`config.mk`:
```
export PLATFORM = sky130hd
export DESIGN_NAME = m4inv_ctrl
export DESIGN_NICKNAME = d
export VERILOG_FILES = /design/src/rtl/m4inv_pkg.sv /design/src/rtl/m4inv_ctrl.sv
export SDC_FILE = /design/constraint.sdc
export NUM_CORES = 1
export LEC_CHECK = 0
export ABC_AREA = 1
export BUFFER_PORTS_ARGS = -buffer_cell sky130_fd_sc_hd__buf_2
export CORE_ASPECT_RATIO = 1.1
export CORE_MARGIN = 4
export CORE_UTILIZATION = 52
export CTS_CLUSTER_SIZE = 40
export DETAILED_ROUTE_END_ITERATION = 7
export PLACE_DENSITY = 0.73
export REMOVE_ABC_BUFFERS = 1
export SYNTH_ARGS = -nofsm -noshare
export SYNTH_HDL_FRONTEND = slang
export SYNTH_SLANG_ARGS = --single-unit
```
`constraint.sdc`:
```
create_clock -name clk_i -period 2.2 [get_ports clk_i]
set_clock_uncertainty 0.05 [all_clocks]
set_input_delay 0.11 -clock clk_i [delete_from_list [all_inputs] [get_ports clk_i]]
set_output_delay 0.11 -clock clk_i [all_outputs]
set_load 0.02 [all_outputs]
```
`src/rtl/m4inv_pkg.sv`:
```
// Shared types, constants and step decode tables for the 4x4 matrix inverse unit.
package m4inv_pkg;

  localparam int ACC_W       = 64;
  localparam int PROD_W      = 128;
  localparam int RECIP_SHIFT = 62;

  typedef enum logic [1:0] {
    SRC_MAT,
    SRC_MIN,
    SRC_COF,
    SRC_RCP
  } src_e;

  typedef enum logic [1:0] {
    ACC_LOAD,
    ACC_SUB,
    ACC_ADD
  } acc_op_e;

  typedef enum logic [1:0] {
    DST_NONE,
    DST_MIN,
    DST_COF,
    DST_DET
  } dst_e;

  typedef enum logic [1:0] {
    PH_MINOR,
    PH_COF,
    PH_DET,
    PH_OUT
  } phase_e;

  typedef struct packed {
    src_e       a_src;
    logic [3:0] a_idx;
    src_e       b_src;
    logic [3:0] b_idx;
    acc_op_e    op;
    dst_e       dst;
    logic [3:0] dst_idx;
    logic       neg;
  } step_t;

  typedef struct packed {
    logic       rd_en;
    src_e       rd_src;
    logic [3:0] rd_idx;
    logic       lat_a;
    logic       lat_b;
    logic       mul_en;
    logic [1:0] mul_part;
    logic       rnd_en;
    logic       out_mode;
    logic       acc_en;
    acc_op_e    acc_op;
    dst_e       dst;
    logic [3:0] dst_idx;
    logic       neg;
    logic       div_init;
    logic       div_step;
    logic       rcp_set;
    logic       out_load;
    logic       out_zero;
    logic [3:0] out_idx;
  } dp_cmd_t;

  typedef struct packed {
    logic det_zero;
  } dp_stat_t;

  // each minor is m[a]*m[b] - m[c]*m[d]
  localparam logic [3:0] MINOR_TAB [3][6][4] = '{
    '{'{4'd2, 4'd7, 4'd6, 4'd3},   '{4'd2, 4'd11, 4'd10, 4'd3},
      '{4'd2, 4'd15, 4'd14, 4'd3}, '{4'd6, 4'd11, 4'd10, 4'd7},
      '{4'd6, 4'd15, 4'd14, 4'd7}, '{4'd10, 4'd15, 4'd14, 4'd11}},
    '{'{4'd1, 4'd7, 4'd5, 4'd3},   '{4'd1, 4'd11, 4'd9, 4'd3},
      '{4'd1, 4'd15, 4'd13, 4'd3}, '{4'd5, 4'd11, 4'd9, 4'd7},
      '{4'd5, 4'd15, 4'd13, 4'd7}, '{4'd9, 4'd15, 4'd13, 4'd11}},
    '{'{4'd6, 4'd1, 4'd2, 4'd5},   '{4'd10, 4'd1, 4'd2, 4'd9},
      '{4'd14, 4'd1, 4'd2, 4'd13}, '{4'd10, 4'd5, 4'd6, 4'd9},
      '{4'd14, 4'd5, 4'd6, 4'd13}, '{4'd14, 4'd9, 4'd10, 4'd13}}
  };

  // set, negate, then (minor, element) for the terms + - +
  localparam logic [3:0] COF_TAB [16][8] = '{
    '{4'd0, 4'd0, 4'd5, 4'd5, 4'd4, 4'd9, 4'd3, 4'd13},
    '{4'd0, 4'd1, 4'd5, 4'd1, 4'd2, 4'd9, 4'd1, 4'd13},
    '{4'd0, 4'd0, 4'd4, 4'd1, 4'd2, 4'd5, 4'd0, 4'd13},
    '{4'd0, 4'd1, 4'd3, 4'd1, 4'd1, 4'd5, 4'd0, 4'd9},
    '{4'd0, 4'd1, 4'd5, 4'd4, 4'd4, 4'd8, 4'd3, 4'd12},
    '{4'd0, 4'd0, 4'd5, 4'd0, 4'd2, 4'd8, 4'd1, 4'd12},
    '{4'd0, 4'd1, 4'd4, 4'd0, 4'd2, 4'd4, 4'd0, 4'd12},
    '{4'd0, 4'd0, 4'd3, 4'd0, 4'd1, 4'd4, 4'd0, 4'd8},
    '{4'd1, 4'd0, 4'd5, 4'd4, 4'd4, 4'd8, 4'd3, 4'd12},
    '{4'd1, 4'd1, 4'd5, 4'd0, 4'd2, 4'd8, 4'd1, 4'd12},
    '{4'd1, 4'd0, 4'd4, 4'd0, 4'd2, 4'd4, 4'd0, 4'd12},
    '{4'd1, 4'd1, 4'd3, 4'd0, 4'd1, 4'd4, 4'd0, 4'd8},
    '{4'd2, 4'd1, 4'd5, 4'd4, 4'd4, 4'd8, 4'd3, 4'd12},
    '{4'd2, 4'd0, 4'd5, 4'd0, 4'd2, 4'd8, 4'd1, 4'd12},
    '{4'd2, 4'd1, 4'd4, 4'd0, 4'd2, 4'd4, 4'd0, 4'd12},
    '{4'd2, 4'd0, 4'd3, 4'd0, 4'd1, 4'd4, 4'd0, 4'd8}
  };

  // Decode one multiply-accumulate step of the sequence.
  function automatic step_t get_step(phase_e ph, logic [1:0] set, logic [3:0] idx,
                                     logic [1:0] term);
    step_t      s;
    logic [2:0] pa;
    logic [2:0] pb;
    s  = '0;
    pa = 3'({term, 1'b0}) + 3'd2;
    pb = 3'({term, 1'b0}) + 3'd3;
    case (ph)
      PH_MINOR: begin
        s.a_src   = SRC_MAT;
        s.b_src   = SRC_MAT;
        s.a_idx   = MINOR_TAB[set][idx[3:1]][{idx[0], 1'b0}];
        s.b_idx   = MINOR_TAB[set][idx[3:1]][{idx[0], 1'b1}];
        s.op      = idx[0] ? ACC_SUB : ACC_LOAD;
        s.dst     = idx[0] ? DST_MIN : DST_NONE;
        s.dst_idx = {1'b0, idx[3:1]};
      end
      PH_COF: begin
        s.a_src   = SRC_MIN;
        s.b_src   = SRC_MAT;
        s.a_idx   = COF_TAB[idx][pa];
        s.b_idx   = COF_TAB[idx][pb];
        s.op      = (term == 2'd0) ? ACC_LOAD : ((term == 2'd1) ? ACC_SUB : ACC_ADD);
        s.dst     = (term == 2'd2) ? DST_COF : DST_NONE;
        s.dst_idx = idx;
        s.neg     = COF_TAB[idx][1][0];
      end
      PH_DET: begin
        s.a_src   = SRC_COF;
        s.b_src   = SRC_MAT;
        s.a_idx   = {2'b00, term};
        s.b_idx   = {term, 2'b00};
        s.op      = (term == 2'd0) ? ACC_LOAD : ACC_ADD;
        s.dst     = (term == 2'd3) ? DST_DET : DST_NONE;
      end
      default: begin
        s.a_src   = SRC_COF;
        s.b_src   = SRC_RCP;
        s.a_idx   = idx;
        s.op      = ACC_LOAD;
        s.dst     = DST_NONE;
      end
    endcase
    return s;
  endfunction

endpackage

```
`src/rtl/m4inv_ctrl.sv`:
```
// Controller: sequences loading, minor/cofactor/determinant steps, division and emission.
module m4inv_ctrl (
  input  logic                clk_i,
  input  logic                rst_ni,
  input  logic                in_valid_i,
  input  logic                in_go_i,
  output logic                in_ready_o,
  output logic                out_valid_o,
  input  logic                out_ready_i,
  output m4inv_pkg::dp_cmd_t  cmd_o,
  input  m4inv_pkg::dp_stat_t stat_i
);
  import m4inv_pkg::*;

  typedef enum logic [11:0] {
    ST_IDLE     = 12'b0000_0000_0001,
    ST_FETCH_A  = 12'b0000_0000_0010,
    ST_FETCH_B  = 12'b0000_0000_0100,
    ST_LOAD_B   = 12'b0000_0000_1000,
    ST_MUL      = 12'b0000_0001_0000,
    ST_ROUND    = 12'b0000_0010_0000,
    ST_ACC      = 12'b0000_0100_0000,
    ST_CHECK    = 12'b0000_1000_0000,
    ST_DIV      = 12'b0001_0000_0000,
    ST_RCP      = 12'b0010_0000_0000,
    ST_OUT_LOAD = 12'b0100_0000_0000,
    ST_EMIT     = 12'b1000_0000_0000
  } state_e;

  state_e     state_q, state_d;
  phase_e     phase_q, phase_d;
  logic [1:0] set_q, set_d;
  logic [3:0] idx_q, idx_d;
  logic [1:0] term_q, term_d;
  logic [5:0] cnt_q, cnt_d;
  logic       sing_q, sing_d;
  step_t      step;

  assign step = get_step(phase_q, set_q, idx_q, term_q);

  always_ff @(posedge clk_i or negedge rst_ni) begin
    if (!rst_ni) begin
      state_q <= ST_IDLE;
      phase_q <= PH_MINOR;
      set_q   <= '0;
      idx_q   <= '0;
      term_q  <= '0;
      cnt_q   <= '0;
      sing_q  <= 1'b0;
    end else begin
      state_q <= state_d;
      phase_q <= phase_d;
      set_q   <= set_d;
      idx_q   <= idx_d;
      term_q  <= term_d;
      cnt_q   <= cnt_d;
      sing_q  <= sing_d;
    end
  end

  always_comb begin
    state_d     = state_q;
    phase_d     = phase_q;
    set_d       = set_q;
    idx_d       = idx_q;
    term_d      = term_q;
    cnt_d       = cnt_q;
    sing_d      = sing_q;
    cmd_o       = '0;
    in_ready_o  = 1'b0;
    out_valid_o = 1'b0;

    unique case (state_q)
      ST_IDLE: begin
        in_ready_o = 1'b1;
        if (in_valid_i && in_go_i) begin
          phase_d = PH_MINOR;
          set_d   = '0;
          idx_d   = '0;
          term_d  = '0;
          sing_d  = 1'b0;
          state_d = ST_FETCH_A;
        end
      end
      ST_FETCH_A: begin
        cmd_o.rd_en  = 1'b1;
        cmd_o.rd_src = step.a_src;
        cmd_o.rd_idx = step.a_idx;
        state_d      = ST_FETCH_B;
      end
      ST_FETCH_B: begin
        cmd_o.lat_a  = 1'b1;
        cmd_o.rd_en  = 1'b1;
        cmd_o.rd_src = step.b_src;
        cmd_o.rd_idx = step.b_idx;
        state_d      = ST_LOAD_B;
      end
      ST_LOAD_B: begin
        cmd_o.lat_b = 1'b1;
        cnt_d       = '0;
        state_d     = ST_MUL;
      end
      ST_MUL: begin
        cmd_o.mul_en   = 1'b1;
        cmd_o.mul_part = cnt_q[1:0];
        cnt_d          = cnt_q + 6'd1;
        if (cnt_q[1:0] == 2'd3) begin
          state_d = ST_ROUND;
        end
      end
      ST_ROUND: begin
        cmd_o.rnd_en   = 1'b1;
        cmd_o.out_mode = (phase_q == PH_OUT);
        state_d        = (phase_q == PH_OUT) ? ST_OUT_LOAD : ST_ACC;
      end
      ST_ACC: begin
        cmd_o.acc_en  = 1'b1;
        cmd_o.acc_op  = step.op;
        cmd_o.dst     = step.dst;
        cmd_o.dst_idx = step.dst_idx;
        cmd_o.neg     = (step.dst == DST_COF) && step.neg;
        state_d       = ST_FETCH_A;
        case (phase_q)
          PH_MINOR: begin
            if (idx_q == 4'd11) begin
              phase_d = PH_COF;
              term_d  = '0;
              idx_d   = (set_q == 2'd0) ? 4'd0 : ((set_q == 2'd1) ? 4'd8 : 4'd12);
            end else begin
              idx_d = idx_q + 4'd1;
            end
          end
          PH_COF: begin
            if (term_q == 2'd2) begin
              term_d = '0;
              if (idx_q == 4'd15) begin
                phase_d = PH_DET;
              end else if (idx_q == 4'd7 || idx_q == 4'd11) begin
                phase_d = PH_MINOR;
                set_d   = set_q + 2'd1;
                idx_d   = '0;
              end else begin
                idx_d = idx_q + 4'd1;
              end
            end else begin
              term_d = term_q + 2'd1;
            end
          end
          default: begin
            if (term_q == 2'd3) begin
              state_d = ST_CHECK;
            end else begin
              term_d = term_q + 2'd1;
            end
          end
        endcase
      end
      ST_CHECK: begin
        phase_d = PH_OUT;
        idx_d   = '0;
        if (stat_i.det_zero) begin
          sing_d  = 1'b1;
          state_d = ST_OUT_LOAD;
        end else begin
          cmd_o.div_init = 1'b1;
          cnt_d          = '0;
          state_d        = ST_DIV;
        end
      end
      ST_DIV: begin
        cmd_o.div_step = 1'b1;
        cnt_d          = cnt_q + 6'd1;
        if (cnt_q == 6'd63) begin
          state_d = ST_RCP;
        end
      end
      ST_RCP: begin
        cmd_o.rcp_set = 1'b1;
        state_d       = ST_FETCH_A;
      end
      ST_OUT_LOAD: begin
        cmd_o.out_load = 1'b1;
        cmd_o.out_zero = sing_q;
        cmd_o.out_idx  = idx_q;
        state_d        = ST_EMIT;
      end
      ST_EMIT: begin
        out_valid_o = 1'b1;
        if (out_ready_i) begin
          if (idx_q == 4'd15) begin
            state_d = ST_IDLE;
          end else begin
            idx_d   = idx_q + 4'd1;
            state_d = sing_q ? ST_OUT_LOAD : ST_FETCH_A;
          end
        end
      end
      default: begin
        state_d = ST_IDLE;
      end
    endcase
  end

endmodule

```
[After elaboration in Yosys (flattened, before gate mapping)]
Memory sizes are Yosys's and may differ from the RTL's.
Index checks and enable logic that the tools add are counted.
W data, S select, Z words.
Word-level totals
  register bits: 29
  ROM bits: 512
  output and inout port bits: 35
  memories kept: 1
Memories
  (name not given): words 16, width 32, read ports 1, clocked after Yosys merged registers in 0, write ports 0, line m4inv_pkg.sv:133  | s.neg = COF_TAB[idx][1][0];
Cells by class
  add/subtract/negate cells: 6
  $lt $le $gt $ge: 7
  eq/ne operators: 42
  multiplexer cells: 88
  bitwise logic cells: 7
  reductions and logical operators: 20
Operators by type and width (number)
  $bmux W96 S2: 1
  $mux W96: 2
  $pmux W12 S12: 1
  $mux W32: 2
  $mux W4: 16
  $bmux W16 S3: 1
  $mux W12: 4
  $mux W11: 4
  $mux W2: 18
  $mux W16: 2
  $bmux W4 S3: 2
  $pmux W4 S3: 2
  $pmux W8 S3: 1
  $ne A2 B2 Y1 const B: 10
  $pmux W6 S3: 1
  $bmux W4 S2: 2
  $mux W8: 2
  $pmux W2 S2: 4
  $pmux W4 S2: 2
  $pmux W4 S4: 1
  $pmux W7 S2: 1
  $eq A12 B1 Y1 const B: 1
  $eq A12 B10 Y1 const B: 1
  $eq A12 B11 Y1 const B: 1
  47 further kinds: 88

[Depth between registers and ports, before layout]
  depth in word-level cells: 12
  depth in mapped cells: 12
  mapped depth without buffers: 12

[Least setup slack after synthesis]
No wires, ideal clock.
  path kind: reg-to-output
  start: register term_q[0]
  end: output port cmd_o[26] (netlist name)
  arrival: 1681 ps
  data required time: 2040 ps
  slack: 359 ps
  stages on the path, launching flop included: 11
  path through: dfrtp_1 -> buf_2 -> inv_1 -> ha_1 -> inv_1 -> nand2_1 -> o21ai_0 -> nand2_1 -> o21ai_0 -> nand2_1 -> nand2_1
RTL lines
  start, declared: line m4inv_ctrl.sv:34  | logic [1:0] term_q, term_d;
  start signal, assigned: line m4inv_ctrl.sv:55  | term_q <= term_d;
  end, declared: line m4inv_ctrl.sv:10  | output m4inv_pkg::dp_cmd_t cmd_o,

==> results.toml <==
[status]
outcome = "finished with violations"
violations = "hold timing"

[hold_path]
hold_path_class = "in -> reg"

[detailed_routing]
wl_per_cell_um = 14.5
ant_nets = 0
wirelength_mm = 8.21
drc = 0
dr.pass1.iters = 5
routed_via_density = 5.39
first_iter_violations = 299
vias = 3044

[placement]
gp_congestion = 1.04
place_area_um2 = 3220
hpwlAfterDp_mm = 6.26
post-place-ws_ns = 0.273
io_buffer_count = 40
dp_cells = 550

[finish]
final_layout_size_suffix_gt1_frac = 0.269
nNetsFinal = 508
n_fill_cell = 519
fin_util = 0.629
finalInstanceArea_um2 = 3410
n_antenna_cell = 0
stdcell_count = 565
area_growth_pct = 16.4

[logic_synthesis]
synth.area.top_cells = "dfrtp_1, nand2_1, inv_1, nor2_1, ha_1"
syn-mean-instance-area_um2 = 6.70
yosysTopAreaCell = "dfrtp_1"
synth-seq-cells = 29
ys_types = 36
ys_warn_count = 0
ys_seq_area_frac = 0.248
syn_inst = 438
synth_edf_count = 0
netlist_area_um2 = 2930
yosysMostFrequentCell = "nand2_1"
synth_top_area_share = 0.239
synthFlopType = "dfrtp_1"
synthTopCellsByCount = "nand2_1, inv_1, nor2_1"
synthArstFlopShare = 1.00

[critical_path]
arrival_ns = 1.93
critPathMaxFanout = 7
cp_top_family = "buffers and inverters"
end_kind = "output pin"
crit_chain = "inv_1 > ha_1 > inv_2 > a21oi_1 > o21ai_0 > nand2_1 > o211ai_1 > nand2_1 > nand2_1 > buf_2"
path_buf_inv = 3
crit_path_frequent_cell = "nand2_1"
startpoint_type = "flip-flop"
slowest_delay_ns = 0.40
crit_type = "reg -> out"
worst_ep_required_time_ns = 2.04
cpMaxStageDelayCell = "dfrtp_1"

[floorplan]
start_util = 0.540
io_pins = 41
coreArea_um2 = 5430
rows = 28
die_width_um = 79.6
dieArea_um2 = 6910
die_h_um = 86.8

[timing]
slew_viol_final = 0
final_hold_viol_count = 1
max-slew-margin-rel = 0.560
worst_pin_slew_ns = 0.660
period_needed_ns = 2.09
hold_ws_ns = -0.00178
fin_crit_sh = 0.950
rsz0062_at_grt = "yes"
layout_setup_ws_ns = 0.109
fmax_mhz = 478
setup_viol = 0

[global_routing]
grt_pass1_wl_mm = 13.5
grt-ovfl-total = 0
use_met2 = 0.404
grt_max_degree = 30
use_met1 = 0.341
grt_usage = 0.246
antenna_found_initial = 0
first_global_vias = 2819
grtUsageMet3 = 0.0364
top_usage_layer = "met2"

[clock_tree]
cts_max_level = 2
cts_buffer_depth = 2
cts.clk_slew.worst_paths_ns = 0.06
clock_latency_ns = 0.29
cts_inserted_buffers = 5
clock-sinks = 29
cts_tree = "done"
cts-root-buf = "clkbuf_8"

[pwr]
p_per_area_nw_per_um2 = 764
irDropWorstVdd_mv = 0.648
p_leak_uw = 0.00185
power.total_uw = 2610

[run]
max_cap_violations = 0
==> worst register-to-register path, stage by stage, from the launching register on <==
cell,delay [ns]
dfstp_2,0.60
nor2_4,0.06
nand2_8,0.13
inv_4,0.06
nand2_2,0.08
nor2_4,0.05
buf_4,0.14
buf_4,0.13
nand2_2,0.05
nand2_2,0.07
nor2_4,0.18
nand2_4,0.08
nand2_1,0.06
nand2_1,0.05
==> timing repair <==
action                                  in CTS  in global routing
buffers inserted                             0                  6
resized for setup                            0                 15
endpoints found under the setup margin       0                  6
hold buffers                                 1                  0
endpoints found under the hold margin       28                  0
==> kinds of logic (layout without fill, tap and decap cells) <==
| family | after synthesis | count (layout) | synth area share |
|---|---|---|---|
| buffers and inverters | 75 | 127 | 0.101 |
| AO/OA/AOI/OAI | 64 | 64 | 0.120 |
| AND/OR/NAND/NOR | 252 | 252 | 0.461 |
| XOR/XNOR | 5 | 5 | 0.0149 |
| flip-flops | 29 | 29 | 0.248 |
| adder cells (fa/ha/maj) | 13 | 13 | 0.0554 |
==> final cells by class <==
class                           instances  area, um^2  share of cell area
Clock inverter                          1        30.0             0.00879
Multi-Input combinational cell        334        1920               0.562
Inverter                               68         268              0.0784
Clock buffer                            7        86.3              0.0253
Timing Repair Buffer                   51         285              0.0835
Tap cell                               75        93.8              0.0275
Sequential cell                        29         731               0.214
==> final timing paths <==
check | start | to | slack, ns | depth (start not counted)
hold reg to reg | sing_q$_DFFE_PN0P_ | sing_q$_DFFE_PN0P_ | 0.43 | 2
setup reg to reg | state_q[0]$_DFFE_PN1P_ | idx_q[1]$_DFFE_PN0P_ | 0.30 | 13
hold / removal | stat_i | state_q[8]$_DFFE_PN0P_ | -0.002 | 2
setup / recovery | term_q[1]$_DFFE_PN0P_ | cmd_o[26] | 0.11 | 10
max in group asynchronous | rst_ni | idx_q[0]$_DFFE_PN0P_ | 1.29 | 2
min in group asynchronous | rst_ni | state_q[8]$_DFFE_PN0P_ | 0.33 | 2
==> per-layer routing <==
metal | vias up | share of wire
met1 | 1409 | 0.44
li1 | 1501 | -
met5 | - | 0
met3 | 17 | 0.068
met2 | 117 | 0.48
met4 | 0 | 0.016
==> layout by cell type (no fill, tap or decap), types with 2 or more instances in the layout <==
| cell | Yosys | final |
|---|---|---|
| dfrtp_1 | 28 | 25 |
| nand2_4 | 8 | 8 |
| xnor2_1 | 2 | 2 |
| inv_2 | 11 | 13 |
| nor2_8 | 5 | 5 |
| clkbuf_8 | 0 | 6 |
| o21ai_0 | 22 | 20 |
| dfrtp_2 | 0 | 3 |
| o22ai_1 | 7 | 7 |
| nand3_1 | 27 | 27 |
| ha_1 | 13 | 12 |
| nor2_1 | 47 | 46 |
| nand3_2 | 3 | 3 |
| xor2_1 | 3 | 3 |
| nand2_2 | 12 | 12 |
| inv_4 | 1 | 3 |
| buf_2 | 5 | 40 |
| nand2_8 | 2 | 2 |
| o21ai_1 | 9 | 11 |
| a211oi_1 | 2 | 2 |
| nand3_4 | 2 | 2 |
| nor2_2 | 8 | 8 |
| nand4_1 | 6 | 6 |
| buf_4 | 1 | 10 |
| nor2_4 | 9 | 10 |
| nor3_1 | 10 | 10 |
| a21oi_1 | 18 | 18 |
| nand2_1 | 111 | 111 |
| inv_1 | 54 | 49 |
| o211ai_1 | 4 | 4 |
==> power breakdown <==
group	total [uW]	switching (uW)	internal [uW]
registers	735	99.9	635
logic	1290	852	437
clock network	583	214	369
total	2610	1170	1440
==> metrics by stage <==
stage           TNS, ns  hold WS [ns]
2_1_floorplan         0        -0.236
3_3_place_gp          0         0.129
3_5_place_dp          0         0.130
4_1_cts               0       0.00359
5_1_grt        -0.00692        0.0104
6_report              0      -0.00178
==> sequential cells by signal (all words and copies together), names as in the netlist <==
signal and flops:
set_q 2, idx_q 4, phase_q 2, cnt_q 6, state_q 12, term_q 2, sing_q 1
Note: power is estimated with default switching activity, not from simulation.
